### config.mk
export PLATFORM = sky130hd
export DESIGN_NAME = bptc_cal_regs
export DESIGN_NICKNAME = d
export VERILOG_FILES = /design/src/bptc_pkg.sv /design/src/bptc_cal_regs.sv
export SDC_FILE = /design/constraint.sdc
export NUM_CORES = 1
export LEC_CHECK = 0
export BUFFER_PORTS_ARGS = -buffer_cell sky130_fd_sc_hd__buf_2
export CAP_MARGIN = 10
export CORE_MARGIN = 10
export CORE_UTILIZATION = 50
export DETAILED_ROUTE_END_ITERATION = 16
export GPL_ROUTABILITY_DRIVEN = 0
export PLACE_DENSITY = 0.82
export RECOVER_POWER = 25
export SYNTH_ARGS = -nofsm -noshare
export SYNTH_HDL_FRONTEND = slang
export SYNTH_SLANG_ARGS = --single-unit
### constraint.sdc
create_clock -name i_clk -period 1.9 [get_ports i_clk]
set_clock_uncertainty 0.1 [all_clocks]
set_input_delay 0.285 -clock i_clk [delete_from_list [all_inputs] [get_ports i_clk]]
set_output_delay 0.285 -clock i_clk [all_outputs]
set_load 0.01 [all_outputs]
### src/bptc_pkg.sv
// Package for the barometric pressure and temperature compensation block.
// Holds field widths, calibration register codes, constants and stage structs.
// Used by every module of the block; depends on nothing else.
`default_nettype none

package bptc_pkg;

    // Field and datapath widths
    localparam int CalW      = 16;   // calibration word
    localparam int RawW      = 24;   // raw conversion result
    localparam int CfgIdxW   = 3;    // configuration register index
    localparam int DtW       = 25;   // dT = D2 - C5*2^8
    localparam int ProdW     = 42;   // dT times a calibration word
    localparam int DtSqW     = 50;   // dT squared
    localparam int DiffW     = 19;   // TEMP - 2000, and TEMP + 1500
    localparam int T2W       = 18;   // T2 correction, never negative
    localparam int TempW     = 20;   // temperature before saturation
    localparam int OffW      = 36;   // first-order offset
    localparam int SensW     = 35;   // first-order sensitivity
    localparam int SqW       = 36;   // squared temperature difference
    localparam int CorrW     = 38;   // OFF2 and SENS2
    localparam int AdjW      = 40;   // OFF - OFF2 and SENS - SENS2
    localparam int HalfW     = 20;   // split of the sensitivity for the pressure multiply
    localparam int LoProdW   = 44;   // D1 times low half
    localparam int HiProdW   = 45;   // D1 times high half
    localparam int FullW     = 64;   // D1 times sensitivity
    localparam int PreW      = 44;   // D1*SENS/2^21 - OFF
    localparam int PressW    = 29;   // pressure before saturation
    localparam int TempOutW  = 15;
    localparam int PressOutW = 17;

    // Compensation constants
    localparam int TEMP_REF   = 2000;
    localparam int COLD_SPAN  = 3500;  // 2000 - (-1500)
    localparam int TEMP_MIN   = -4000;
    localparam int TEMP_MAX   = 8500;
    localparam int PRESS_MIN  = 1000;
    localparam int PRESS_MAX  = 120000;

    // Calibration register codes
    typedef enum logic [CfgIdxW-1:0] {
        CAL_PRESSURE_SENSITIVITY   = 3'd0,
        CAL_PRESSURE_OFFSET        = 3'd1,
        CAL_SENSITIVITY_TEMP_COEFF = 3'd2,
        CAL_OFFSET_TEMP_COEFF      = 3'd3,
        CAL_REFERENCE_TEMPERATURE  = 3'd4,
        CAL_TEMPERATURE_COEFF      = 3'd5
    } t_cal_idx;

    // Calibration words C1..C6
    typedef struct packed {
        logic [CalW-1:0] c1;
        logic [CalW-1:0] c2;
        logic [CalW-1:0] c3;
        logic [CalW-1:0] c4;
        logic [CalW-1:0] c5;
        logic [CalW-1:0] c6;
    } t_cal;

    localparam t_cal CAL_RESET = '{
        c1: 16'd40127,
        c2: 16'd36924,
        c3: 16'd23317,
        c4: 16'd23282,
        c5: 16'd33464,
        c6: 16'd28312
    };

    // Front end to correction stage
    typedef struct packed {
        logic signed [TempW-1:0] temp;
        logic [SqW-1:0]          sq_a;
        logic [SqW-1:0]          sq_b;
        logic signed [OffW-1:0]  off;
        logic signed [SensW-1:0] sens;
        logic                    cold;
        logic                    very_cold;
        logic [RawW-1:0]         raw_pressure;
    } t_front;

    // Correction stage to pressure stage
    typedef struct packed {
        logic signed [TempW-1:0] temp;
        logic signed [AdjW-1:0]  off_adj;
        logic signed [AdjW-1:0]  sens_adj;
        logic [RawW-1:0]         raw_pressure;
    } t_corr;

endpackage

`default_nettype wire

### src/bptc_cal_regs.sv
// Calibration register file, six 16-bit words written through the config channel.
// Depends on bptc_pkg.
`default_nettype none

module bptc_cal_regs (
    input  wire logic                         i_clk,
    input  wire logic                         i_rst_n,
    input  wire logic                         i_wr_en,
    input  wire logic [bptc_pkg::CfgIdxW-1:0] i_wr_index,
    input  wire logic [bptc_pkg::CalW-1:0]    i_wr_data,
    output bptc_pkg::t_cal                    o_cal
);
    import bptc_pkg::*;

    t_cal r_cal;

    // Write one word per transaction; indexes beyond the list are dropped
    always_ff @(posedge i_clk) begin
        if (!i_rst_n) begin
            r_cal <= CAL_RESET;
        end else if (i_wr_en) begin
            case (t_cal_idx'(i_wr_index))
                CAL_PRESSURE_SENSITIVITY:   r_cal.c1 <= i_wr_data;
                CAL_PRESSURE_OFFSET:        r_cal.c2 <= i_wr_data;
                CAL_SENSITIVITY_TEMP_COEFF: r_cal.c3 <= i_wr_data;
                CAL_OFFSET_TEMP_COEFF:      r_cal.c4 <= i_wr_data;
                CAL_REFERENCE_TEMPERATURE:  r_cal.c5 <= i_wr_data;
                CAL_TEMPERATURE_COEFF:      r_cal.c6 <= i_wr_data;
                default: ;
            endcase
        end
    end

    assign o_cal = r_cal;

endmodule

`default_nettype wire

### Word-level counts from Yosys, hierarchy flattened

Cells that the tools add are included.

* bits in registers: 96
* latch bits: 0
* RAM bits: 0
* memory bits (read-only): 0
* bits of input ports: 22
* output and inout port bits: 96
* word-level logic and storage cells: 18
* memories: 0

* $add $sub $neg: 0
* multipliers: 0
* divide/modulo/power cells: 0
* $lt $le $gt $ge: 0
* equal/unequal tests: 5
* shift-type cells: 0
* mux-type cells: 0
* bitwise gates (word level): 0
* reductions and logical operators: 7

Operators by type and width (count)
* $reduce_and A2 Y1: 6
* $eq A3 B2 Y1 const B: 2
* $eq A3 B3 Y1 const B: 2
* $eq A3 B1 Y1 const B: 1
* $logic_not A3 Y1: 1

### Logic depth before layout (Yosys ltp)

* depth after elaboration: 2
* gate-level depth with buffers: 5
* mapped depth without buffers: 2

### Worst setup path before layout

Ideal clock, no wire load.

* kind: input to register
* start point: input i_wr_index[0] in the netlist's numbering
* end point: register r_cal, in the netlist o_cal[85]
* setup time: 0.127 ns
* arrival time: 1.315 ns
* required time: 1.673 ns
* setup slack: 0.358 ns
* stages: 5
* buffers on the path: 3
* cell sequence: buf_2 > or4b_4 > buf_6 > buf_8 > mux2i_1

* word-level cells in the longest chain between the ends: 2

Ends and longest elaborated chain
* start, declared: line bptc_cal_regs.sv:9 `input wire logic [bptc_pkg::CfgIdxW-1:0] i_wr_index,`
* $logic_not A3 Y1: line bptc_cal_regs.sv:22 `case (t_cal_idx'(i_wr_index))`
* $reduce_and A2 Y1 (no source line)
* end, declared: line bptc_cal_regs.sv:15 `t_cal r_cal;`

Every way passes these cells.
A chain may end at the register's enable or synchronous reset.

### Worst setup path after layout

* start point: input i_wr_index[2] in the netlist's numbering
* end point: register r_cal, in the netlist o_cal[58]

* word-level cells in the longest chain between the ends: 2

Ends and longest elaborated chain (line)
* $eq A3 B2 Y1: bptc_cal_regs.sv:22
* $reduce_and A2 Y1 (no source line)

Every way passes these cells.

==> metrics <==
critical path required time=2.08 ns; Design Power=3.90 mW; status=completed; Post-CTS Resized=0; CP most frequent cell=clkbuf_1; sequential cell area fraction in the yosys report=50.7%; die height=between 100 and 150 microns; Clock Power Share=38.6%; Cell Int Power=2.95 mW; max incr delay on CP=0.45 ns; Max rail drop VDD=443 uV; largest net degree at the start of global routing=47; critical path fanouts, max=11; CTS HTree Levels=3; syn nets=381; DR vias=2858; placed insts=560; Setup CP Type=primary input to register; Final setup viols=0; post-DP HPWL=7530 microns; main combinational cell family by area after synthesis=multiplexers; Core Area=around 7300 sq um; area delta synth->final=23.5%; Hold/Removal Path Class=primary input to register; antenna cell count=0; Slew @ Worst Pin=0.565 ns; Sw Pwr=between 0.9 and 1 mW; post-route cell area=4680 sq um; Die Width=between 100 and 150 microns; crit path DAT=1.61 ns; Combinational Power Share=roughly 8.1%; Post-Syn Instances=~360; Slew Limit Fails=0; CTS Buf Count=9; CTS Sinks=96; vias in the first global route=slightly below 3000; first-pass GRT wire length=15600 microns; DRT Pass-1 Iters=4; XOR/XNOR Fraction of Synth Area=0%; Routed Antenna Nets=0; fin crit period=1.43 ns; row count=31; # Post-CTS Setup Buffers=0; number of max-cap violations=0; CTS root buf=clkbuf_8; Startpoint Class=primary input; power per cell area=832 nW/um^2; switch share=about 24%; Final Hold Viols=0; worst path cell trace=clkbuf_1 > nand4bb_1 > clkbuf_1 > mux2i_1; CP max stage cell=clkbuf_1; WL final=between 9000 and 10000 microns; Crit path buffers/inverters=2; Tcrit/Tclk final=75.2%; Post-Syn Area=about 3800 sq um; Simple-Gate Fraction of Synth Area=roughly 20%; #FFs+latches synth=96; Initial Util=51.7%; TritonCTS clock tree=built; Remaining Overflow, GRT=0; Avg Cell Area, Syn=approximately 11 sq um; die footprint=11500 sq um; Clock Latency Late Sink=0.36 ns; CTS hold repair buffers=0; DRC errors left=0; Max Buffers Root-to-Sink=2; clock-pin transition on the worst setup and hold timing paths=0.10 ns; post-synthesis mux area share=between 20% and 30%; fin cells=~580; max FFs per register=96; complex-gate fraction of the synthesized area=0%; fmax=between 700 and 800 MHz; antenna violations before repair=0; crit path capture type=register; Initial DRC Count=82; Pleak=2.29 nW; DR WL/cell=around 17 microns; family with the most delay on the worst path=buffers and inverters; vias per cell=just under 5; Layout Nets=494; Netlist cell types=15; Core Util, Final=a little under two thirds; Reg power frac=53.3%; Boundary Pins=118; Adder-Cell Fraction of Synth Area=0%; Total GRT Usage=17.1%; post-placement cell area=about 4500 sq um; Port-buffer cells=117; relative slew slack=between 60 and 70%; share of cells above drive strength 1=30.4%; Setup TNS Final=0 ns; Synth warnings=0; RSZ-0062 raised after global routing=no
-- cell families after synthesis --
group	count (synthesis)
AND/OR/NAND/NOR	138
flip-flops	96
multiplexers	96
buffers and inverters	29
-- final cells by class --
class | instances | area [sq um]
Clock buffer | 9 | 124
Clock inverter | 7 | 103
Fill cell | 610 | 2650
Multi-Input combinational cell | 234 | 1730
Sequential cell | 96 | 1920
Tap cell | 99 | 124
Timing Repair Buffer | 131 | 679
-- synthesized netlist by cell type --
library cell,instances,area (sq um)
dfxtp_1,96,1920
mux2i_1,96,961
nor2b_1,64,400
nand2_1,63,236
clkbuf_1,14,52.6
buf_2,11,55.1
nand4bb_1,3,33.8
and4b_1,2,20.0
buf_6,2,22.5
nand4b_1,2,17.5
nor4bb_1,2,20.0
buf_4,1,7.51
buf_8,1,15.0
nor4b_2,1,15.0
or4b_4,1,13.8
-- per-stage QoR --
stage               setup WS, ns  hold slack [ns]
detailed placement         0.335            0.347
finish                     0.472            0.107
global route               0.399            0.116
global placement           0.361            0.342
floorplan                  0.358            0.346
CTS                        0.626           0.0977
-- layer usage --
metal | global-route usage [%] | wire length [microns]
met5 | 0 | 0
met4 | 7.54 | 184
met3 | 5.69 | 700
met2 | 28.0 | 4760
met1 | 20.0 | 4340
-- power by group through the flow --
stage / registers (mW) / logic [mW] / clock network [mW]
after floorplan: 2.15 / 0.174 / 0
after global routing: 2.08 / 0.345 / 1.59
final: 2.08 / 0.316 / 1.50
after global placement: 2.12 / 0.314 / 0
after detailed placement: 2.13 / 0.322 / 0
after CTS: 2.08 / 0.324 / 1.52
-- final timing paths --
| kind | start | end | slack, ns | cells after the start |
|---|---|---|---|---|
| setup / recovery | i_wr_index[2] | o_cal[58]$_SDFFE_PN0P_ | 0.47 | 4 |
| hold / removal | i_wr_data[0] | o_cal[48]$_SDFFE_PN1P_ | 0.11 | 3 |
| setup reg to reg | o_cal[57]$_SDFFE_PN1P_ | o_cal[57]$_SDFFE_PN1P_ | 1.12 | 2 |
| hold reg to reg | o_cal[34]$_SDFFE_PN0P_ | o_cal[34]$_SDFFE_PN0P_ | 0.36 | 2 |
-- tightest hold or removal path, cell delays in order --
cell	delay, ns
buf_2	0.09
nor2b_1	0.05
mux2i_1	0.11
-- placed cells by master, fill, tap and decap left out, drive strengths merged --
| cell type | n |
|---|---|
| and4b | 2 |
| buf | 122 |
| bufinv | 2 |
| clkbuf | 18 |
| clkinv | 3 |
| dfxtp | 96 |
| inv | 2 |
| mux2i | 96 |
| nand2 | 63 |
| nand4b | 2 |
| nand4bb | 3 |
| nor2b | 64 |
| nor4b | 1 |
| nor4bb | 2 |
| or4b | 1 |
Power figures use the tool's default switching activity.
