`src/bptc_pkg.sv`:
```
// Package for the barometric pressure and temperature compensation block.
// Holds field widths, calibration register codes, constants and stage structs.
// Used by every module of the block; depends on nothing else.
`default_nettype none

package bptc_pkg;

    // Field and datapath widths
    localparam int CalW      = 16;   // calibration word
    localparam int RawW      = 24;   // raw conversion result
    localparam int CfgIdxW   = 3;    // configuration register index
    localparam int DtW       = 25;   // dT = D2 - C5*2^8
    localparam int ProdW     = 42;   // dT times a calibration word
    localparam int DtSqW     = 50;   // dT squared
    localparam int DiffW     = 19;   // TEMP - 2000, and TEMP + 1500
    localparam int T2W       = 18;   // T2 correction, never negative
    localparam int TempW     = 20;   // temperature before saturation
    localparam int OffW      = 36;   // first-order offset
    localparam int SensW     = 35;   // first-order sensitivity
    localparam int SqW       = 36;   // squared temperature difference
    localparam int CorrW     = 38;   // OFF2 and SENS2
    localparam int AdjW      = 40;   // OFF - OFF2 and SENS - SENS2
    localparam int HalfW     = 20;   // split of the sensitivity for the pressure multiply
    localparam int LoProdW   = 44;   // D1 times low half
    localparam int HiProdW   = 45;   // D1 times high half
    localparam int FullW     = 64;   // D1 times sensitivity
    localparam int PreW      = 44;   // D1*SENS/2^21 - OFF
    localparam int PressW    = 29;   // pressure before saturation
    localparam int TempOutW  = 15;
    localparam int PressOutW = 17;

    // Compensation constants
    localparam int TEMP_REF   = 2000;
    localparam int COLD_SPAN  = 3500;  // 2000 - (-1500)
    localparam int TEMP_MIN   = -4000;
    localparam int TEMP_MAX   = 8500;
    localparam int PRESS_MIN  = 1000;
    localparam int PRESS_MAX  = 120000;

    // Calibration register codes
    typedef enum logic [CfgIdxW-1:0] {
        CAL_PRESSURE_SENSITIVITY   = 3'd0,
        CAL_PRESSURE_OFFSET        = 3'd1,
        CAL_SENSITIVITY_TEMP_COEFF = 3'd2,
        CAL_OFFSET_TEMP_COEFF      = 3'd3,
        CAL_REFERENCE_TEMPERATURE  = 3'd4,
        CAL_TEMPERATURE_COEFF      = 3'd5
    } t_cal_idx;

    // Calibration words C1..C6
    typedef struct packed {
        logic [CalW-1:0] c1;
        logic [CalW-1:0] c2;
        logic [CalW-1:0] c3;
        logic [CalW-1:0] c4;
        logic [CalW-1:0] c5;
        logic [CalW-1:0] c6;
    } t_cal;

    localparam t_cal CAL_RESET = '{
        c1: 16'd40127,
        c2: 16'd36924,
        c3: 16'd23317,
        c4: 16'd23282,
        c5: 16'd33464,
        c6: 16'd28312
    };

    // Front end to correction stage
    typedef struct packed {
        logic signed [TempW-1:0] temp;
        logic [SqW-1:0]          sq_a;
        logic [SqW-1:0]          sq_b;
        logic signed [OffW-1:0]  off;
        logic signed [SensW-1:0] sens;
        logic                    cold;
        logic                    very_cold;
        logic [RawW-1:0]         raw_pressure;
    } t_front;

    // Correction stage to pressure stage
    typedef struct packed {
        logic signed [TempW-1:0] temp;
        logic signed [AdjW-1:0]  off_adj;
        logic signed [AdjW-1:0]  sens_adj;
        logic [RawW-1:0]         raw_pressure;
    } t_corr;

endpackage

`default_nettype wire

```
`src/bptc_press.sv`:
```
// Pressure stages: split D1*SENS multiply, recombine, subtract OFF, saturate.
// Also saturates the temperature. Depends on bptc_pkg.
`default_nettype none

module bptc_press (
    input  wire logic                           i_clk,
    input  wire logic                           i_rst_n,
    input  wire logic                           i_valid,
    output wire logic                           o_stall,
    input  bptc_pkg::t_corr                     i_data,
    output wire logic                           o_valid,
    input  wire logic                           i_stall,
    output wire logic [bptc_pkg::TempOutW-1:0]  o_temp_centideg,
    output wire logic [bptc_pkg::PressOutW-1:0] o_pressure_pa,
    output wire logic                           o_clamped
);
    import bptc_pkg::*;

    localparam int NStg = 4;

    logic [NStg-1:0] r_v;
    logic [NStg-1:0] en;

    // Stage 7
    logic [LoProdW-1:0]        r7_lo;
    logic signed [HiProdW-1:0] r7_hi;
    logic signed [AdjW-1:0]    r7_off;
    logic signed [TempW-1:0]   r7_temp;
    // Stage 8
    logic signed [FullW-1:0]   r8_prod;
    logic signed [AdjW-1:0]    r8_off;
    logic signed [TempW-1:0]   r8_temp;
    // Stage 9
    logic signed [PreW-1:0]    r9_pre;
    logic signed [TempW-1:0]   r9_temp;
    // Stage 10
    logic [TempOutW-1:0]       r_temp_out;
    logic [PressOutW-1:0]      r_press_out;
    logic                      r_clamped;

    logic signed [PressW-1:0]  n_press;
    logic signed [TempW-1:0]   n_temp_sat;
    logic signed [PressW-1:0]  n_press_sat;
    logic                      n_clamped;

    assign en[3] = !r_v[3] || !i_stall;
    assign en[2] = !r_v[2] || en[3];
    assign en[1] = !r_v[1] || en[2];
    assign en[0] = !r_v[0] || en[1];
    assign o_stall = !en[0];
    assign o_valid = r_v[3];

    always_ff @(posedge i_clk) begin
        if (!i_rst_n) begin
            r_v <= '0;
        end else begin
            if (en[0]) r_v[0] <= i_valid;
            if (en[1]) r_v[1] <= r_v[0];
            if (en[2]) r_v[2] <= r_v[1];
            if (en[3]) r_v[3] <= r_v[2];
        end
    end

    // Partial products of D1 with the low and high halves of SENS
    always_ff @(posedge i_clk) begin
        if (en[0]) begin
            r7_lo   <= i_data.raw_pressure * i_data.sens_adj[HalfW-1:0];
            r7_hi   <= $signed({1'b0, i_data.raw_pressure})
                     * $signed(i_data.sens_adj[AdjW-1:HalfW]);
            r7_off  <= i_data.off_adj;
            r7_temp <= i_data.temp;
        end
    end

    // Recombine into the full product
    always_ff @(posedge i_clk) begin
        if (en[1]) begin
            r8_prod <= $signed({r7_hi[FullW-HalfW-1:0], {HalfW{1'b0}}})
                     + $signed({{(FullW-LoProdW){1'b0}}, r7_lo});
            r8_off  <= r7_off;
            r8_temp <= r7_temp;
        end
    end

    // Scale by 2^-21 and remove the offset
    always_ff @(posedge i_clk) begin
        if (en[2]) begin
            r9_pre  <= $signed({r8_prod[FullW-1], r8_prod[FullW-1:21]}) - PreW'(r8_off);
            r9_temp <= r8_temp;
        end
    end

    // Scale by 2^-15 and saturate both results
    assign n_press = r9_pre[PreW-1:15];

    always_comb begin
        n_clamped   = 1'b0;
        n_temp_sat  = r9_temp;
        n_press_sat = n_press;
        if (r9_temp < TempW'(TEMP_MIN)) begin
            n_temp_sat = TempW'(TEMP_MIN);
            n_clamped  = 1'b1;
        end
        if (r9_temp > TempW'(TEMP_MAX)) begin
            n_temp_sat = TempW'(TEMP_MAX);
            n_clamped  = 1'b1;
        end
        if (n_press < PressW'(PRESS_MIN)) begin
            n_press_sat = PressW'(PRESS_MIN);
            n_clamped   = 1'b1;
        end
        if (n_press > PressW'(PRESS_MAX)) begin
            n_press_sat = PressW'(PRESS_MAX);
            n_clamped   = 1'b1;
        end
    end

    always_ff @(posedge i_clk) begin
        if (en[3]) begin
            r_temp_out  <= n_temp_sat[TempOutW-1:0];
            r_press_out <= n_press_sat[PressOutW-1:0];
            r_clamped   <= n_clamped;
        end
    end

    assign o_temp_centideg = r_temp_out;
    assign o_pressure_pa   = r_press_out;
    assign o_clamped       = r_clamped;

endmodule

`default_nettype wire
```
`config.mk`:
```
export PLATFORM = sky130hd
export DESIGN_NAME = bptc_press
export DESIGN_NICKNAME = d
export VERILOG_FILES = /design/src/bptc_pkg.sv /design/src/bptc_press.sv
export SDC_FILE = /design/constraint.sdc
export NUM_CORES = 2
export LEC_CHECK = 0
export ABC_AREA = 1
export BUFFER_PORTS_ARGS = -buffer_cell sky130_fd_sc_hd__buf_2
export CELL_PAD_IN_SITES_DETAIL_PLACEMENT = 1
export CELL_PAD_IN_SITES_GLOBAL_PLACEMENT = 1
export CORE_MARGIN = 4
export CORE_UTILIZATION = 52
export CTS_CLUSTER_DIAMETER = 40
export CTS_CLUSTER_SIZE = 12
export DETAILED_ROUTE_END_ITERATION = 8
export PLACE_DENSITY_LB_ADDON = 0.25
export SYNTH_ARGS = -nofsm -noshare
export SYNTH_HDL_FRONTEND = slang
export SYNTH_SLANG_ARGS = --single-unit
```
`constraint.sdc`:
```
create_clock -name i_clk -period 22.1 [get_ports i_clk]
set_input_delay 0 -clock i_clk [delete_from_list [all_inputs] [get_ports i_clk]]
set_output_delay 0 -clock i_clk [all_outputs]
set_load 0.05 [all_outputs]
```
# After elaboration in Yosys (flattened, before gate mapping)

Index checks and enable logic that the tools add are counted.

Add/subtract/negate cells: 2
Multiply operators: 2
Magnitude comparators: 4
Muxes and demuxes: 3
Reduce and logical (&&, ||, !) cells: 13

Operators by type and width:

| operator                                                      | number |
|---|---|
| adder 64 x 45 -> 64 bit                                       | 1 |
| multiplier 24 x 20 -> 44 bit                                  | 1 |
| multiplier 25 x 20 -> 44 bit                                  | 1 |
| subtractor 43 x 40 -> 44 bit                                  | 1 |
| > comparator 29 x 18 -> 1 bit (second input constant)         | 1 |
| less-than comparator 29 x 11 -> 1 bit (second input constant) | 1 |
| > comparator 20 x 15 -> 1 bit (second input constant)         | 1 |
| less-than comparator 20 x 13 -> 1 bit (second input constant) | 1 |
| 2-to-1 mux 17 bit                                             | 1 |
| 2-to-1 mux 15 bit                                             | 1 |
| logical NOT 1 bit                                             | 6 |
| logical OR 1 bit                                              | 4 |
| OR reduction 2 bit                                            | 2 |
| OR reduction 3 bit                                            | 1 |
| 2-to-1 mux 1 bit                                              | 1 |

Register bits after elaboration: 373
Logic and storage cells: 42

# Logic depth before layout (Yosys ltp)

Depth in word-level cells: 6
Gate-level depth with buffers: 29
Mapped depth without buffers: 27

# Worst setup path before layout

OpenSTA, ideal clock, no wires.

Path type: reg2reg
Start point: register r_v[3]
End point: register r7_hi[0] (enable)
Setup time: 478 ps
Data arrival time: 8220 ps
Data required time: 21622 ps
Slack: 13402 ps
Cell stages (with the launch flop): 8
Clock period less this slack: 8698 ps
Cells stage by stage: dfxtp_1 > nand2_1 > nor2_1 > inv_1 > nor2_1 > inv_1 > nor2_1 > inv_1

Word-level cells in the longest chain between the ends: 5

RTL lines:

| element                  | RTL line         | source |
|---|---|---|
| start: declaration       | bptc_press.sv:21 | `logic [NStg-1:0] r_v;` |
| start signal: assignment | bptc_press.sv:60 | `if (en[3]) r_v[3] <= r_v[2];` |
| logical NOT 1 bit        | bptc_press.sv:46 | `assign en[3] = !r_v[3] \|\| !i_stall;` |
| logical OR 1 bit         | bptc_press.sv:46 |  |
| named net en[3]          | bptc_press.sv:22 | `logic [NStg-1:0] en;` |
| logical OR 1 bit         | bptc_press.sv:47 | `assign en[2] = !r_v[2] \|\| en[3];` |
| named net en[2]          | bptc_press.sv:22 |  |
| logical OR 1 bit         | bptc_press.sv:48 | `assign en[1] = !r_v[1] \|\| en[2];` |
| named net en[1]          | bptc_press.sv:22 |  |
| logical OR 1 bit         | bptc_press.sv:49 | `assign en[0] = !r_v[0] \|\| en[1];` |
| end signal: assignment   | bptc_press.sv:68 | `r7_hi <= $signed({1'b0, i_data.raw_pressure})` |
| end: declaration         | bptc_press.sv:26 | `logic signed [HiProdW-1:0] r7_hi;` |

The timed path passes the listed nets, and every way through them passes these cells.
A chain may end at the register's enable or synchronous reset.

# Worst setup path in the final report

Start point: input i_data[17] (netlist name)
End point: register r7_lo[38] (data pin)

Word-level cells in the longest chain between the ends: 1

RTL lines:

| element                      | RTL line         | source |
|---|---|---|
| start: declaration           | bptc_press.sv:10 | `input bptc_pkg::t_corr i_data,` |
| multiplier 24 x 20 -> 44 bit | bptc_press.sv:67 | `r7_lo <= i_data.raw_pressure * i_data.sens_adj[HalfW-1:0];` |
| end signal: assignment       | bptc_press.sv:67 |  |
| end: declaration             | bptc_press.sv:25 | `logic [LoProdW-1:0] r7_lo;` |

No other way between the ends.

==> impl_metrics.csv <==
group,metric,value,unit
outcome,status,"finished, final reports clean",
global_route,grt_pass1_vias,46100,
routing,drt-initial-drc-count,2463,
sta,max_freq,0.162,GHz
sta,fin_crit,6.17,ns
clocking,clock_latency,0.60,ns
sta,finalMaxSlewViolations,0,
synthesis,syn_area,0.0487,mm^2
synthesis,async_flop_share,0,%
routing,drt_first_pass_iters,5,
floorplan,rows,111,
sta,rsz0062_at_grt,"no",
synthesis,synth_warnings,0,
clocking,clkTransAtPathRegs,0.06,ns
sta,post-route-period-util,27.9,%
finish,drive_gt1_share,5.20,%
floorplan,start_util,52.8,%
floorplan,die_h,314,um
routing,ant_nets,0,
routing,drc_errors,0,
floorplan,die-width,314,um
floorplan,fp.dieArea,0.0986,mm^2
clocking,ctsLongestPathBuffers,3,
critical_path,slowest_delay,0.84,ns
finish,syn_to_final_growth,7.82,%
global_route,grt_pass1_wl,256000,um
finish,final_cell_mix,"inv_1, nand2_1, fa_1",
finish,final_common_cell,"inv_1",
synthesis,syn_nets,7270,
sta,finalHoldViolCount,0,
synthesis,ys_seq_area_share,19.5,%
critical_path,r2r-start,"r_v[3]$_SDFFE_PN0P_",
critical_path,crit_required,22.41,ns
critical_path,cp_slowest_cell,"buf_2",
clocking,numClockSinks,317,
worst_hold_path,hold_path_class,"in -> reg",
clocking,post_cts_resized,0,
worst_hold_path,hold_depth,3,
critical_path,critPathArrivalTime,6.48,ns
place,io_buffer_count,162,
clocking,cts_tree,"done",
critical_path,critPathLaunchType,"input port",
clocking,hold_buffers,63,
sta,final-setup-viol-count,0,
clocking,htree_levels,2,
sta,worst_pin_slew,1.29,ns
critical_path,worst_setup_path_end_kind,"flop",
floorplan,placeableCoreArea,0.0922,mm^2
synthesis,yosys_most_used_dff,"edfxtp_1",
routing,wl_per_cell,22.1,um
sta,finClkSkew,0.0342,ns
clocking,cts_root_buf,"clkbuf_16",
clocking,post-cts-setup-buffers,0,
finish,layout.nets,7382,
sta,slew_headroom,13.8,%
routing,vias_per_cell,5.45,
global_route,globalRouteOverflowTotal,0,
routing,drt_wl_total,162000,um
floorplan,pin_count,163,
routing,vias,40000,
critical_path,ff2ff_path_depth,10,
worst_hold_path,min_from,"i_stall",
critical_path,path_common_cell,"fa_1",
global_route,grt_max_degree,69,
critical_path,worstPathCellList,"buf_2, nand2_1, fa_1, inv_1, fa_1, inv_1, fa_1, inv_1, fa_1, fa_1, fa_1, inv_1, fa_1, inv_1, ha_1, nand2_1, nor2_1, inv_1, nor2_1, and2_1, nand4_1, nand4_1, nand2_1",
synthesis,syn_area_per_cell,8.16,um^2
sta,tns,0,ns
critical_path,reg2reg_to,"r7_lo[40]$_DFFE_PN_",
critical_path,worstSetupPathType,"in -> reg",
place,hpwlAfterDp,127000,um
critical_path,crit_fanout,40,
place,gp_routability_congestion,0.945,
clocking,numCtsBuffers,41,
synthesis,synth_enable_flop_cells,313,
global_route,grtUsageTotal,33.8,%
global_route,antenna_found_initial,6,
finish,fillerInstances,11400,
critical_path,reg2reg_setup_slack,17.58,ns
synthesis,ys_ff_latch,317,
synthesis,postSynthCellCount,5965,
worst_hold_path,hold_end,"o_temp_centideg[4]$_SDFFCE_PP1P_",
job,cap_violations,0,
synthesis,yosysUniqueCellTypes,54,
==> state kept, by name (all words and copies together) (netlist names) <==
name and cells:
o_clamped 1, o_temp_centideg 15, r8_prod 43, r9_pre 29
r7_hi 44, r8_off 40, r7_temp 20, r8_temp 20
r9_temp 20, r_v 4, r7_lo 24, r7_off 40
o_pressure_pa 17
==> Yosys cell counts, types with 12 or more instances <==
library cell | count | share of area (%)
a21o_1 | 20 | 0.31
fa_1 | 785 | 32
nor3_1 | 36 | 0.37
nand2_1 | 1569 | 12
or2_2 | 12 | 0.15
ha_1 | 392 | 10
inv_1 | 1625 | 13
nand2_2 | 12 | 0.15
o21ai_0 | 111 | 1.1
edfxtp_1 | 313 | 19
xor2_1 | 69 | 1.2
nand3_1 | 135 | 1.4
xnor2_1 | 20 | 0.36
o21a_1 | 17 | 0.26
nand4_1 | 43 | 0.55
nor2_1 | 316 | 2.4
clkbuf_1 | 173 | 1.3
o21bai_1 | 17 | 0.26
nor2_2 | 15 | 0.19
a21oi_1 | 197 | 2.0
==> through the flow <==
stage               worst slack [ns]  instances  cell area [um^2]  hold slack (ns)  utilization [%]
floorplan                      13.40       5965             48700           0.0989                -
global placement               15.57       7214             50500            0.178             54.8
detailed placement             15.44       7214             50500            0.178             54.8
CTS                            16.03       7344             52500          0.00952             56.9
global route                   15.63       7346             52500           0.0528             56.9
finish                         15.93       7348             52500           0.0292             56.9
==> worst max-delay path by stage <==
| stage | startpoint | endpoint | slack [ns] | cells past startpoint |
|---|---|---|---|---|
| 2_1_floorplan | r_v[3]$_SDFFE_PN0P_ | r7_hi[0]$_DFFE_PN_ | 13.40 | 7 |
| 3_3_place_gp | i_data[17] | r7_hi[39]$_DFFE_PN_ | 15.57 | 23 |
| 3_5_place_dp | i_data[17] | r7_lo[38]$_DFFE_PN_ | 15.44 | 23 |
| 4_1_cts | i_data[17] | r7_lo[38]$_DFFE_PN_ | 16.03 | 23 |
| 5_1_grt | i_data[17] | r7_lo[38]$_DFFE_PN_ | 15.63 | 23 |
| 6_report | i_data[17] | r7_lo[38]$_DFFE_PN_ | 15.93 | 23 |
==> cells by family after synthesis <==
logic type / synth area share [%]
compound gates: 4.66
xor+xnor: 1.60
fa+ha+maj: 42.4
buf+inv: 13.9
flops: 19.5
simple gates: 18.0
==> area by class of cell <==
| cell class | count | area (um^2) | area share, % |
|---|---|---|---|
| tap | 1243 | 1560 | 2.96 |
| clock buffer | 46 | 1040 | 1.99 |
| clock inverter | 21 | 256 | 0.489 |
| sequential | 317 | 9480 | 18.1 |
| antenna | 4 | 10.0 | 0.0191 |
| inverter | 1631 | 6130 | 11.7 |
| multi-input combinational | 3840 | 32400 | 61.8 |
| timing repair buffer | 246 | 1600 | 3.05 |
==> worst max-delay path: cells and delay by family <==
kind	cells	cell delay [ns]
buffers and inverters	7	1.19
and+or+nand+nor	8	1.29
adders and majority gates	8	3.98
==> layer usage <==
metal	GRT usage, %	vias to the layer above	wire length, um
met1	40.2	20400	61200
met3	3.31	497	8820
met2	60.7	1372	82500
met4	17.4	0	9850
met5	0	-	0
li1	-	17800	-
Power is left out: the tool's default activity adds up to more than one toggle a clock period on the data nets, which glitch-free logic cannot reach.
