[config.mk]
export PLATFORM = sky130hd
export DESIGN_NAME = bptc_corr
export DESIGN_NICKNAME = d
export VERILOG_FILES = /design/src/bptc_pkg.sv /design/src/bptc_corr.sv
export SDC_FILE = /design/constraint.sdc
export NUM_CORES = 1
export LEC_CHECK = 0
export BUFFER_PORTS_ARGS = -buffer_cell sky130_fd_sc_hd__buf_2
export CAP_MARGIN = 10
export CORE_MARGIN = 2
export CORE_UTILIZATION = 59
export CTS_CLUSTER_DIAMETER = 100
export DETAILED_ROUTE_END_ITERATION = 6
export MAX_ROUTING_LAYER = met4
export PLACE_DENSITY = 0.87
export REMOVE_ABC_BUFFERS = 1
export SLEW_MARGIN = 20
export SYNTH_ARGS = -nofsm -noshare
export SYNTH_HDL_FRONTEND = slang
export SYNTH_SLANG_ARGS = --single-unit
[constraint.sdc]
create_clock -name i_clk -period 10.2 [get_ports i_clk]
set_input_delay 2.04 -clock i_clk [delete_from_list [all_inputs] [get_ports i_clk]]
set_output_delay 2.04 -clock i_clk [all_outputs]
set_load 0.02 [all_outputs]
[src/bptc_pkg.sv]
// Package for the barometric pressure and temperature compensation block.
// Holds field widths, calibration register codes, constants and stage structs.
// Used by every module of the block; depends on nothing else.
`default_nettype none

package bptc_pkg;

    // Field and datapath widths
    localparam int CalW      = 16;   // calibration word
    localparam int RawW      = 24;   // raw conversion result
    localparam int CfgIdxW   = 3;    // configuration register index
    localparam int DtW       = 25;   // dT = D2 - C5*2^8
    localparam int ProdW     = 42;   // dT times a calibration word
    localparam int DtSqW     = 50;   // dT squared
    localparam int DiffW     = 19;   // TEMP - 2000, and TEMP + 1500
    localparam int T2W       = 18;   // T2 correction, never negative
    localparam int TempW     = 20;   // temperature before saturation
    localparam int OffW      = 36;   // first-order offset
    localparam int SensW     = 35;   // first-order sensitivity
    localparam int SqW       = 36;   // squared temperature difference
    localparam int CorrW     = 38;   // OFF2 and SENS2
    localparam int AdjW      = 40;   // OFF - OFF2 and SENS - SENS2
    localparam int HalfW     = 20;   // split of the sensitivity for the pressure multiply
    localparam int LoProdW   = 44;   // D1 times low half
    localparam int HiProdW   = 45;   // D1 times high half
    localparam int FullW     = 64;   // D1 times sensitivity
    localparam int PreW      = 44;   // D1*SENS/2^21 - OFF
    localparam int PressW    = 29;   // pressure before saturation
    localparam int TempOutW  = 15;
    localparam int PressOutW = 17;

    // Compensation constants
    localparam int TEMP_REF   = 2000;
    localparam int COLD_SPAN  = 3500;  // 2000 - (-1500)
    localparam int TEMP_MIN   = -4000;
    localparam int TEMP_MAX   = 8500;
    localparam int PRESS_MIN  = 1000;
    localparam int PRESS_MAX  = 120000;

    // Calibration register codes
    typedef enum logic [CfgIdxW-1:0] {
        CAL_PRESSURE_SENSITIVITY   = 3'd0,
        CAL_PRESSURE_OFFSET        = 3'd1,
        CAL_SENSITIVITY_TEMP_COEFF = 3'd2,
        CAL_OFFSET_TEMP_COEFF      = 3'd3,
        CAL_REFERENCE_TEMPERATURE  = 3'd4,
        CAL_TEMPERATURE_COEFF      = 3'd5
    } t_cal_idx;

    // Calibration words C1..C6
    typedef struct packed {
        logic [CalW-1:0] c1;
        logic [CalW-1:0] c2;
        logic [CalW-1:0] c3;
        logic [CalW-1:0] c4;
        logic [CalW-1:0] c5;
        logic [CalW-1:0] c6;
    } t_cal;

    localparam t_cal CAL_RESET = '{
        c1: 16'd40127,
        c2: 16'd36924,
        c3: 16'd23317,
        c4: 16'd23282,
        c5: 16'd33464,
        c6: 16'd28312
    };

    // Front end to correction stage
    typedef struct packed {
        logic signed [TempW-1:0] temp;
        logic [SqW-1:0]          sq_a;
        logic [SqW-1:0]          sq_b;
        logic signed [OffW-1:0]  off;
        logic signed [SensW-1:0] sens;
        logic                    cold;
        logic                    very_cold;
        logic [RawW-1:0]         raw_pressure;
    } t_front;

    // Correction stage to pressure stage
    typedef struct packed {
        logic signed [TempW-1:0] temp;
        logic signed [AdjW-1:0]  off_adj;
        logic signed [AdjW-1:0]  sens_adj;
        logic [RawW-1:0]         raw_pressure;
    } t_corr;

endpackage

`default_nettype wire

[src/bptc_corr.sv]
// Second-order correction, two stages: OFF2 and SENS2, then their subtraction.
// Depends on bptc_pkg.
`default_nettype none

module bptc_corr (
    input  wire logic         i_clk,
    input  wire logic         i_rst_n,
    input  wire logic         i_valid,
    output wire logic         o_stall,
    input  bptc_pkg::t_front  i_data,
    output wire logic         o_valid,
    input  wire logic         i_stall,
    output bptc_pkg::t_corr   o_data
);
    import bptc_pkg::*;

    logic [1:0] r_v;
    logic [1:0] en;

    logic [CorrW-1:0]        n_five_sq;
    logic [CorrW:0]          n_seven_sq;
    logic [CorrW+1:0]        n_eleven_sq;
    logic [CorrW-1:0]        n_off2;
    logic [CorrW-1:0]        n_sens2;

    logic [CorrW-1:0]        r_off2;
    logic [CorrW-1:0]        r_sens2;
    logic signed [OffW-1:0]  r_off;
    logic signed [SensW-1:0] r_sens;
    logic signed [TempW-1:0] r_temp;
    logic [RawW-1:0]         r_d1;
    t_corr                   r_out;

    assign en[1] = !r_v[1] || !i_stall;
    assign en[0] = !r_v[0] || en[1];
    assign o_stall = !en[0];
    assign o_valid = r_v[1];

    always_ff @(posedge i_clk) begin
        if (!i_rst_n) begin
            r_v <= '0;
        end else begin
            if (en[0]) r_v[0] <= i_valid;
            if (en[1]) r_v[1] <= r_v[0];
        end
    end

    // Build 5*sq, 7*sq2 and 11*sq2 from shifts and adds
    assign n_five_sq   = {2'b00, i_data.sq_a} + {i_data.sq_a, 2'b00};
    assign n_seven_sq  = {i_data.sq_b, 3'b000} - {3'b000, i_data.sq_b};
    assign n_eleven_sq = {i_data.sq_b, 3'b000} + {2'b00, i_data.sq_b, 1'b0}
                       + {4'b0000, i_data.sq_b};

    always_comb begin
        n_off2  = '0;
        n_sens2 = '0;
        if (i_data.cold) begin
            n_off2  = {1'b0, n_five_sq[CorrW-1:1]};
            n_sens2 = {2'b00, n_five_sq[CorrW-1:2]};
            if (i_data.very_cold) begin
                n_off2  = n_off2 + n_seven_sq[CorrW-1:0];
                n_sens2 = n_sens2 + n_eleven_sq[CorrW:1];
            end
        end
    end

    always_ff @(posedge i_clk) begin
        if (en[0]) begin
            r_off2  <= n_off2;
            r_sens2 <= n_sens2;
            r_off   <= i_data.off;
            r_sens  <= i_data.sens;
            r_temp  <= i_data.temp;
            r_d1    <= i_data.raw_pressure;
        end
    end

    // Apply the corrections
    always_ff @(posedge i_clk) begin
        if (en[1]) begin
            r_out.off_adj      <= AdjW'(r_off) - $signed({2'b00, r_off2});
            r_out.sens_adj     <= AdjW'(r_sens) - $signed({2'b00, r_sens2});
            r_out.temp         <= r_temp;
            r_out.raw_pressure <= r_d1;
        end
    end

    assign o_data = r_out;

endmodule

`default_nettype wire

# Word-level counts from Yosys, hierarchy flattened
# Index checks and enable logic that the tools add are counted.
# word_totals
inputBits	193
regBits	317
output_inout_bits	126
# classes
mux	2
addsub	8
reduce_logical	7
# op_table
cell	n
adder 36 x 38 -> 38 bit	2
subtractor 35 x 39 -> 40 bit	1
subtractor 36 x 39 -> 40 bit	1
adder 39 x 36 -> 39 bit	1
adder 39 x 37 -> 39 bit	1
adder 37 x 38 -> 38 bit	1
subtractor 38 x 36 -> 38 bit	1
two-way mux 37 bit	1
two-way mux 36 bit	1
zero test 1 bit	4
logical OR 1 bit	2
AND reduction 2 bit	1

# Depth between registers and ports, before layout
# Gate-level depths: netlist of run 1.
# depth
ltp_word	4
depth_mapped	26
depth_no_buf	26

# Worst setup path before layout of run 1
# Ideal clock, no wire load.
# synth_timing
path_type	in2out
start	input i_stall
end	output o_stall
required_time_ns	8.160
cell_stages	2
setup_slack_ns	0.154
arrival_ns	8.006
cell_sequence	nand3_1 -> inv_1
# synth_via
elab_chain_cells	4
# synth_rtl
element	line_no	rtl
from (decl)	bptc_corr.sv:12	input wire logic i_stall,
zero test 1 bit	bptc_corr.sv:34	assign en[1] = !r_v[1] || !i_stall;
logical OR 1 bit	bptc_corr.sv:34	
logical OR 1 bit	bptc_corr.sv:35	assign en[0] = !r_v[0] || en[1];
zero test 1 bit	bptc_corr.sv:36	assign o_stall = !en[0];
to (decl)	bptc_corr.sv:9	output wire logic o_stall,
# No other way between the ends.

# Worst setup path in the final report of run 1
# layout_timing
start	input i_data[135] (netlist name)
end	register r_off2[37] (data pin)
# layout_via
elab_chain_cells	2
# layout_rtl
element	line_no	rtl
from (decl)	bptc_corr.sv:10	input bptc_pkg::t_front i_data,
adder 36 x 38 -> 38 bit	bptc_corr.sv:49	assign n_five_sq = {2'b00, i_data.sq_a} + {i_data.sq_a, 2'b00};
adder 37 x 38 -> 38 bit	bptc_corr.sv:61	n_off2 = n_off2 + n_seven_sq[CorrW-1:0];
to (signal assigned)	bptc_corr.sv:69	r_off2 <= n_off2;
to (decl)	bptc_corr.sv:26	logic [CorrW-1:0] r_off2;
# No other way between the ends.
# A chain may end at the register's enable or synchronous reset.

==> metrics, run 1 <==
Yosys top cell by area=edfxtp_1; area of the multi-input gates=12,700 um2; Total Routing Usage GR=28.83%; most common cell after layout, fill and taps aside=buf_2; Sequential Power Share=29.1%; total routed wirelength=58.07 mm; post-synth top area share=40.81%; # Max-Cap Violations=0; CTS tree=yes; Hold Buf Count CTS=0; die span in x=202.2 um; reg2reg path depth=13; crit path capture type=flop; share of cells above drive strength 1=15.51%; worst slew pin tran=1.037 ns; critical path data required time=10.49 ns; post-CTS setup buffer count=0; antenna-violating nets left=0; Area Growth Syn to Fin=13.90%; path type of the worst setup path=primary input to flop; Post-CTS Resized=0; PortBufs=318; Leak Pwr=11.75 nW; most frequent cells in the layout=buf_2, edfxtp_1, inv_1; Num CTS Buffers=30; CP max FO=4; Clk pwr share=17.1%; routed via count=17,840; combinational share of power=53.8%; FF+latch count, synth=317; first-pass GRT wire length=91.25 mm; die area=40,890 um2; DRT iter0 DRCs=1,144; Final Setup Violations=0; yosys warns=0; Synth area leaders=edfxtp_1, ha_1, fa_1; number of global-route vias before repair=17,460; Worst VDD drop=177.9 uV; synthesized area per cell=10.54 um2; Cell Area, Synth=23,180 um2; fmax=0.1348 GHz; top_reg_cell synth=edfxtp_1; launch point of the critical path=i_data[135]; Clock Pin Slew Worst Setup and Hold Paths=0.06 ns; worst rel slew slack=30.89%; Fin. Hold Viols=0; setup ws final=2.780 ns; Worst EP arrival=7.71 ns; status=complete, no violations; Die Y=202.2 um; share of the yosys chip area belonging to registers=40.98%; Pint=3.965 mW; FF+latch area=9499 um2; worst hold path type=flop to flop; Post-DP Area=25,360 um2; RSZ-0062 raised after global routing=no; # fillers=2,949; clk_skew=0.01806 ns; Placement Setup Slack=2.218 ns; Bufs on Longest Clock Path=3; initial antenna violation count=8; Period minus WS final=7.420 ns; CTS root buf=clkbuf_16; CTS H-Tree Depth=1; 1st-pass router iterations=7; Netlist cell types=86; Psw=2.701 mW; Skew-Pair Late Insertion Delay=0.56 ns; hpwl dp=46.05 mm; fin crit share=72.75%; total grt overflow=0; post-route design area=26,400 um2; gp weighted congestion=0.9679; critical path startpoint category=primary input; Rows=72; worst setup path end=r_off2[37]; wire length per cell=18.90 um; fraction of registers with async set or reset after synthesis=0%; clock sink count=317; r2r endpoint=o_data[100]; CORE AREA=38,740 um2; sum of negative setup slack=0 ns; Cells after Synth=2,199; DR vias/cell=5.806; Boundary Pins=319; flop2flop setup slack=6.46 ns; largest net degree at the start of global routing=82; Initial Util=59.84%; sw frac=40.52%; PD cells=252.5 nW/um2; reg2reg start=r_off2[0]; fin. max-slew vios=0; # DRC=0; number of synthesized flops with an enable pin=315; Final nets=3,016
[sequential cells by signal (all words and copies together), names as in the netlist]
register  flops
o_data      124
r_off2       38
r_sens2      38
r_off        36
r_sens       35
r_d1         24
r_temp       20
r_v           2
[power groups by stage]
stage               clock network (mW)  logic [mW]  registers, mW
floorplan                            0        2.41           2.16
global placement                     0        3.44           1.95
detailed placement                   0        3.52           1.96
CTS                               1.16        3.55           1.94
global route                      1.21        3.95           1.97
finish                            1.14        3.59           1.94
[worst max-delay path, stage by stage]
cell and delay (ns):
buf_2 0.09, ha_1 0.16, inv_1 0.05, fa_1 0.39
nor2b_1 0.14, o21a_1 0.15, o21ai_1 0.11, a221oi_1 0.40
or2_1 0.22, nand2_1 0.07, a21oi_1 0.21, a31oi_1 0.13
xnor2_1 0.32, inv_1 0.10, fa_1 0.49, inv_1 0.04
ha_1 0.35, nand4_1 0.15, or3_1 0.37, nor3_1 0.30
a2111oi_2 0.14, o31ai_1 0.45, a41oi_1 0.28, o2111ai_1 0.26
a21oi_1 0.11, xnor2_1 0.13, nor2_1 0.05
[final cells by class]
class / count / area share [%]
Antenna cell: 8 / 0.07582
Clock buffer: 42 / 3.208
Clock inverter: 13 / 0.6445
Inverter: 236 / 3.355
Multi-Input combinational cell: 1616 / 48.12
Sequential cell: 317 / 35.98
Tap cell: 518 / 2.455
Timing Repair Buffer: 323 / 6.170
[worst min path at each step]
stage	from	end	slack, ns	cells past startpoint
2_1_floorplan	r_d1[0]	o_data[0]	0.40	0
3_3_place_gp	r_temp[9]	o_data[113]	0.40	0
3_5_place_dp	r_temp[4]	o_data[108]	0.40	0
4_1_cts	r_d1[15]	o_data[15]	0.42	0
5_1_grt	r_d1[7]	o_data[7]	0.43	0
6_report	r_d1[15]	o_data[15]	0.42	0
[metrics by stage]
stage	hold slack, ns	total power [mW]	util [%]	cells
floorplan	0.4003	4.574	-	2169
finish	0.4180	6.666	68.16	3073
global placement	0.4009	5.392	65.48	3010
CTS	0.4185	6.646	68.10	3065
detailed placement	0.4045	5.480	65.48	3010
global route	0.4254	7.121	68.16	3073
[cell usage after synthesis (4+ instances only)]
library cell and n:
o22ai_1 10, nand3b_1 4, ha_1 227, and3_1 20
nand3_1 33, and2_1 10, fa_1 72, o21ai_1 47
o21a_1 38, clkbuf_1 27, nand2_1 120, o21bai_1 35
edfxtp_1 315, o31a_1 6, xor2_1 62, xnor2_1 136
and4_1 4, o21ai_0 62, or3_1 10, a211o_1 4
nor3_1 23, nor2b_1 50, a21oi_1 210, o211ai_1 10
a41oi_1 5, o221a_2 4, nor2_1 90, a211oi_1 15
a31oi_1 20, a21o_1 100, a21boi_0 18, inv_1 235
a2111oi_0 7, o41ai_1 4, a22o_1 10, or2_1 5
nand2b_1 40, o31ai_1 8, nand4_1 24
[layer usage]
metal / GRT usage (%) / wire length [um]
met5: - / 0
met4: 7.925 / 1670
met3: 1.741 / 3318
met2: 46.82 / 27010
met1: 39.72 / 26070
[logic make-up after synthesis]
logic type | count (synthesis) | share of synthesized area, %
compound gates | 661 | 18.62
simple gates | 453 | 9.867
flops | 317 | 40.98
fa+ha+maj | 299 | 18.47
buf+inv | 266 | 4.313
xor+xnor | 200 | 7.621
mux | 3 | 0.1295
Note: power is estimated with default switching activity, not from simulation.
==> run 2, diff against run 1 <==
==> constraint.sdc (replaced) <==
create_clock -name i_clk -period 7.29 [get_ports i_clk]
set_input_delay 1.458 -clock i_clk [delete_from_list [all_inputs] [get_ports i_clk]]
set_output_delay 1.458 -clock i_clk [all_outputs]
set_load 0.02 [all_outputs]
==> metrics, run 2 (synthesized netlist as in run 1, its figures left out) <==
status=complete, no violations; share of cells above drive strength 1=15.95% (+0.44 points); CP most frequent cell=inv_1; CTS H-Tree Depth=1 (unchanged); antenna-violating nets left=0 (unchanged); Hold Path Sink=o_data[1]; hpwl dp=45.86 mm (-0.41%); PortBufs=318 (unchanged); Total Routing Usage GR=28.69% (-0.14 points); first-pass GRT wire length=90.81 mm (-0.48%); gp weighted congestion=0.9438 (-2.5%); hold path startpoint=r_d1[1]; Skew-Pair Late Insertion Delay=0.55 ns (about the same); reg2reg path depth=13 (unchanged); clock sink count=317 (unchanged); post-CTS setup buffer count=0 (unchanged); path type of the worst setup path=primary input to flop; Fin. Hold Viols=0 (unchanged); Num CTS Buffers=29 (-3.3%); crit path max-delay cell type=fa_1; fmax=0.1486 GHz; reg2reg start=r_off2[14]; Power, Total=9.356 mW (+40%); Bufs on Longest Clock Path=3 (unchanged); worst rel slew slack=28.56% (-2.3 points); Worst VDD drop=199.2 uV (+12%); sum of negative setup slack=0 ns (unchanged); # fillers=2,879 (-2.4%); Final nets=3,028 (+0.40%); die area=40,890 um2 (unchanged); Period minus WS final=6.731 ns; CP max FO=4 (unchanged); PD cells=353.4 nW/um2 (+40%); Final Setup Violations=0 (unchanged); fin crit share=92.34%; Clock Pin Slew Worst Setup and Hold Paths=0.07 ns (about the same); r2r endpoint=o_data[100]; # Max-Cap Violations=0 (unchanged); worst hold path stage count=0 (unchanged); CTS root buf=clkbuf_16; wire length per cell=18.78 um (-0.64%); Die Y=202.2 um (unchanged); number of global-route vias before repair=17,510 (+0.27%); Worst EP arrival=7.01 ns (-0.70 ns); Hold Buf Count CTS=0 (unchanged); routed via count=17,880 (+0.21%); 1st-pass router iterations=7 (unchanged); DRT iter0 DRCs=994 (-13%); largest net degree at the start of global routing=78 (-4.9%); clk_skew=0.01325 ns (-0.004804 ns); most frequent cells in the layout=buf_2, edfxtp_1, inv_1; DR vias/cell=5.803 (about the same); Boundary Pins=319 (unchanged); slowest cell delay on critical path=0.49 ns (about the same); die span in x=202.2 um (unchanged); max FFs per register=124 (unchanged); Post-CTS Resized=0 (unchanged); critical path startpoint category=primary input; Initial Util=59.84% (unchanged); RSZ-0062 raised after global routing=no; total routed wirelength=57.85 mm (-0.38%); worst slew pin tran=1.069 ns (+0.03264 ns); # DRC=0 (unchanged); Leak Pwr=11.79 nW (+0.42%); Rows=72 (unchanged); crit path capture type=flop; CTS tree=yes; Area Growth Syn to Fin=14.20%; critical path data required time=7.57 ns (-2.92 ns); fin. max-slew vios=0 (unchanged); worst hold path type=flop to flop; flop2flop setup slack=3.65 ns (-2.81 ns); most common cell after layout, fill and taps aside=buf_2; CORE AREA=38,740 um2 (unchanged); initial antenna violation count=5 (-3); total grt overflow=0 (unchanged)
[run 2: changes by cell type in the layout (fill, tap and decap cells not counted), moves of 2 or more]
cell and change:
clkbuf_16 -2, buf_4 +13, clkbuf_1 -5, diode_2 -3, clkinv_1 +3
[run 2: per-layer routing]
layer  share of wire, %  track usage [%]  vias to the layer above
li1                   -                -                     8685
met1                 45            39.01                     8480
met2                 47            47.25                      624
met3                5.6            2.048                       91
met4                2.4            7.273                        0
met5                  0                -                        -
[run 2: through the flow]
stage,hold slack (ns),utilization (%),setup slack (ns),area [um2],std cells
2_1_floorplan,0.4003,-,-1.592,23070,2169
5_1_grt,0.4330,68.33,0.1083,26470,3080
3_5_place_dp,0.4045,65.73,0.03302,25460,3023
4_1_cts,0.4205,68.29,0.6098,26450,3076
3_3_place_gp,0.4014,65.73,0.1665,25460,3023
6_report,0.4210,68.34,0.5588,26470,3081
[run 2: worst max path at each step]
stage,start,end,cells after the start
after floorplan,i_stall,o_stall,2
after global placement,i_data[135],r_off2[37],27
after detailed placement,i_data[135],r_off2[37],27
after CTS,i_data[135],r_off2[37],27
after global routing,i_data[135],r_off2[37],27
final,i_data[135],r_off2[37],27
[run 2: power by group]
part / switching (mW) / leakage, nW / internal (mW) / total [mW]
clock network: 0.651 / 0.478 / 0.926 / 1.58
logic: 3.00 / 7.91 / 2.06 / 5.06
registers: 0.146 / 3.41 / 2.57 / 2.72
[run 2: cell type report]
type / instances / area (um2) / share of cell area [%]
antenna: 5 / 12.51 / 0.04727
multi-input combinational: 1616 / 12710 / 48.01
timing repair buffer: 336 / 1727 / 6.523
inverter: 236 / 885.9 / 3.346
tap: 518 / 648.1 / 2.448
sequential: 317 / 9499 / 35.88
clock buffer: 34 / 764.5 / 2.888
clock inverter: 19 / 226.5 / 0.8555
[run 2: worst max-delay path, delay by kind of cell]
| kind | cells | cell delay [ns] |
|---|---|---|
| AO/OA/AOI/OAI | 10 | 2.20 |
| adder cells (fa/ha/maj) | 4 | 1.37 |
| AND/OR/NAND/NOR | 7 | 1.29 |
| XOR/XNOR | 2 | 0.42 |
| buffers and inverters | 4 | 0.29 |
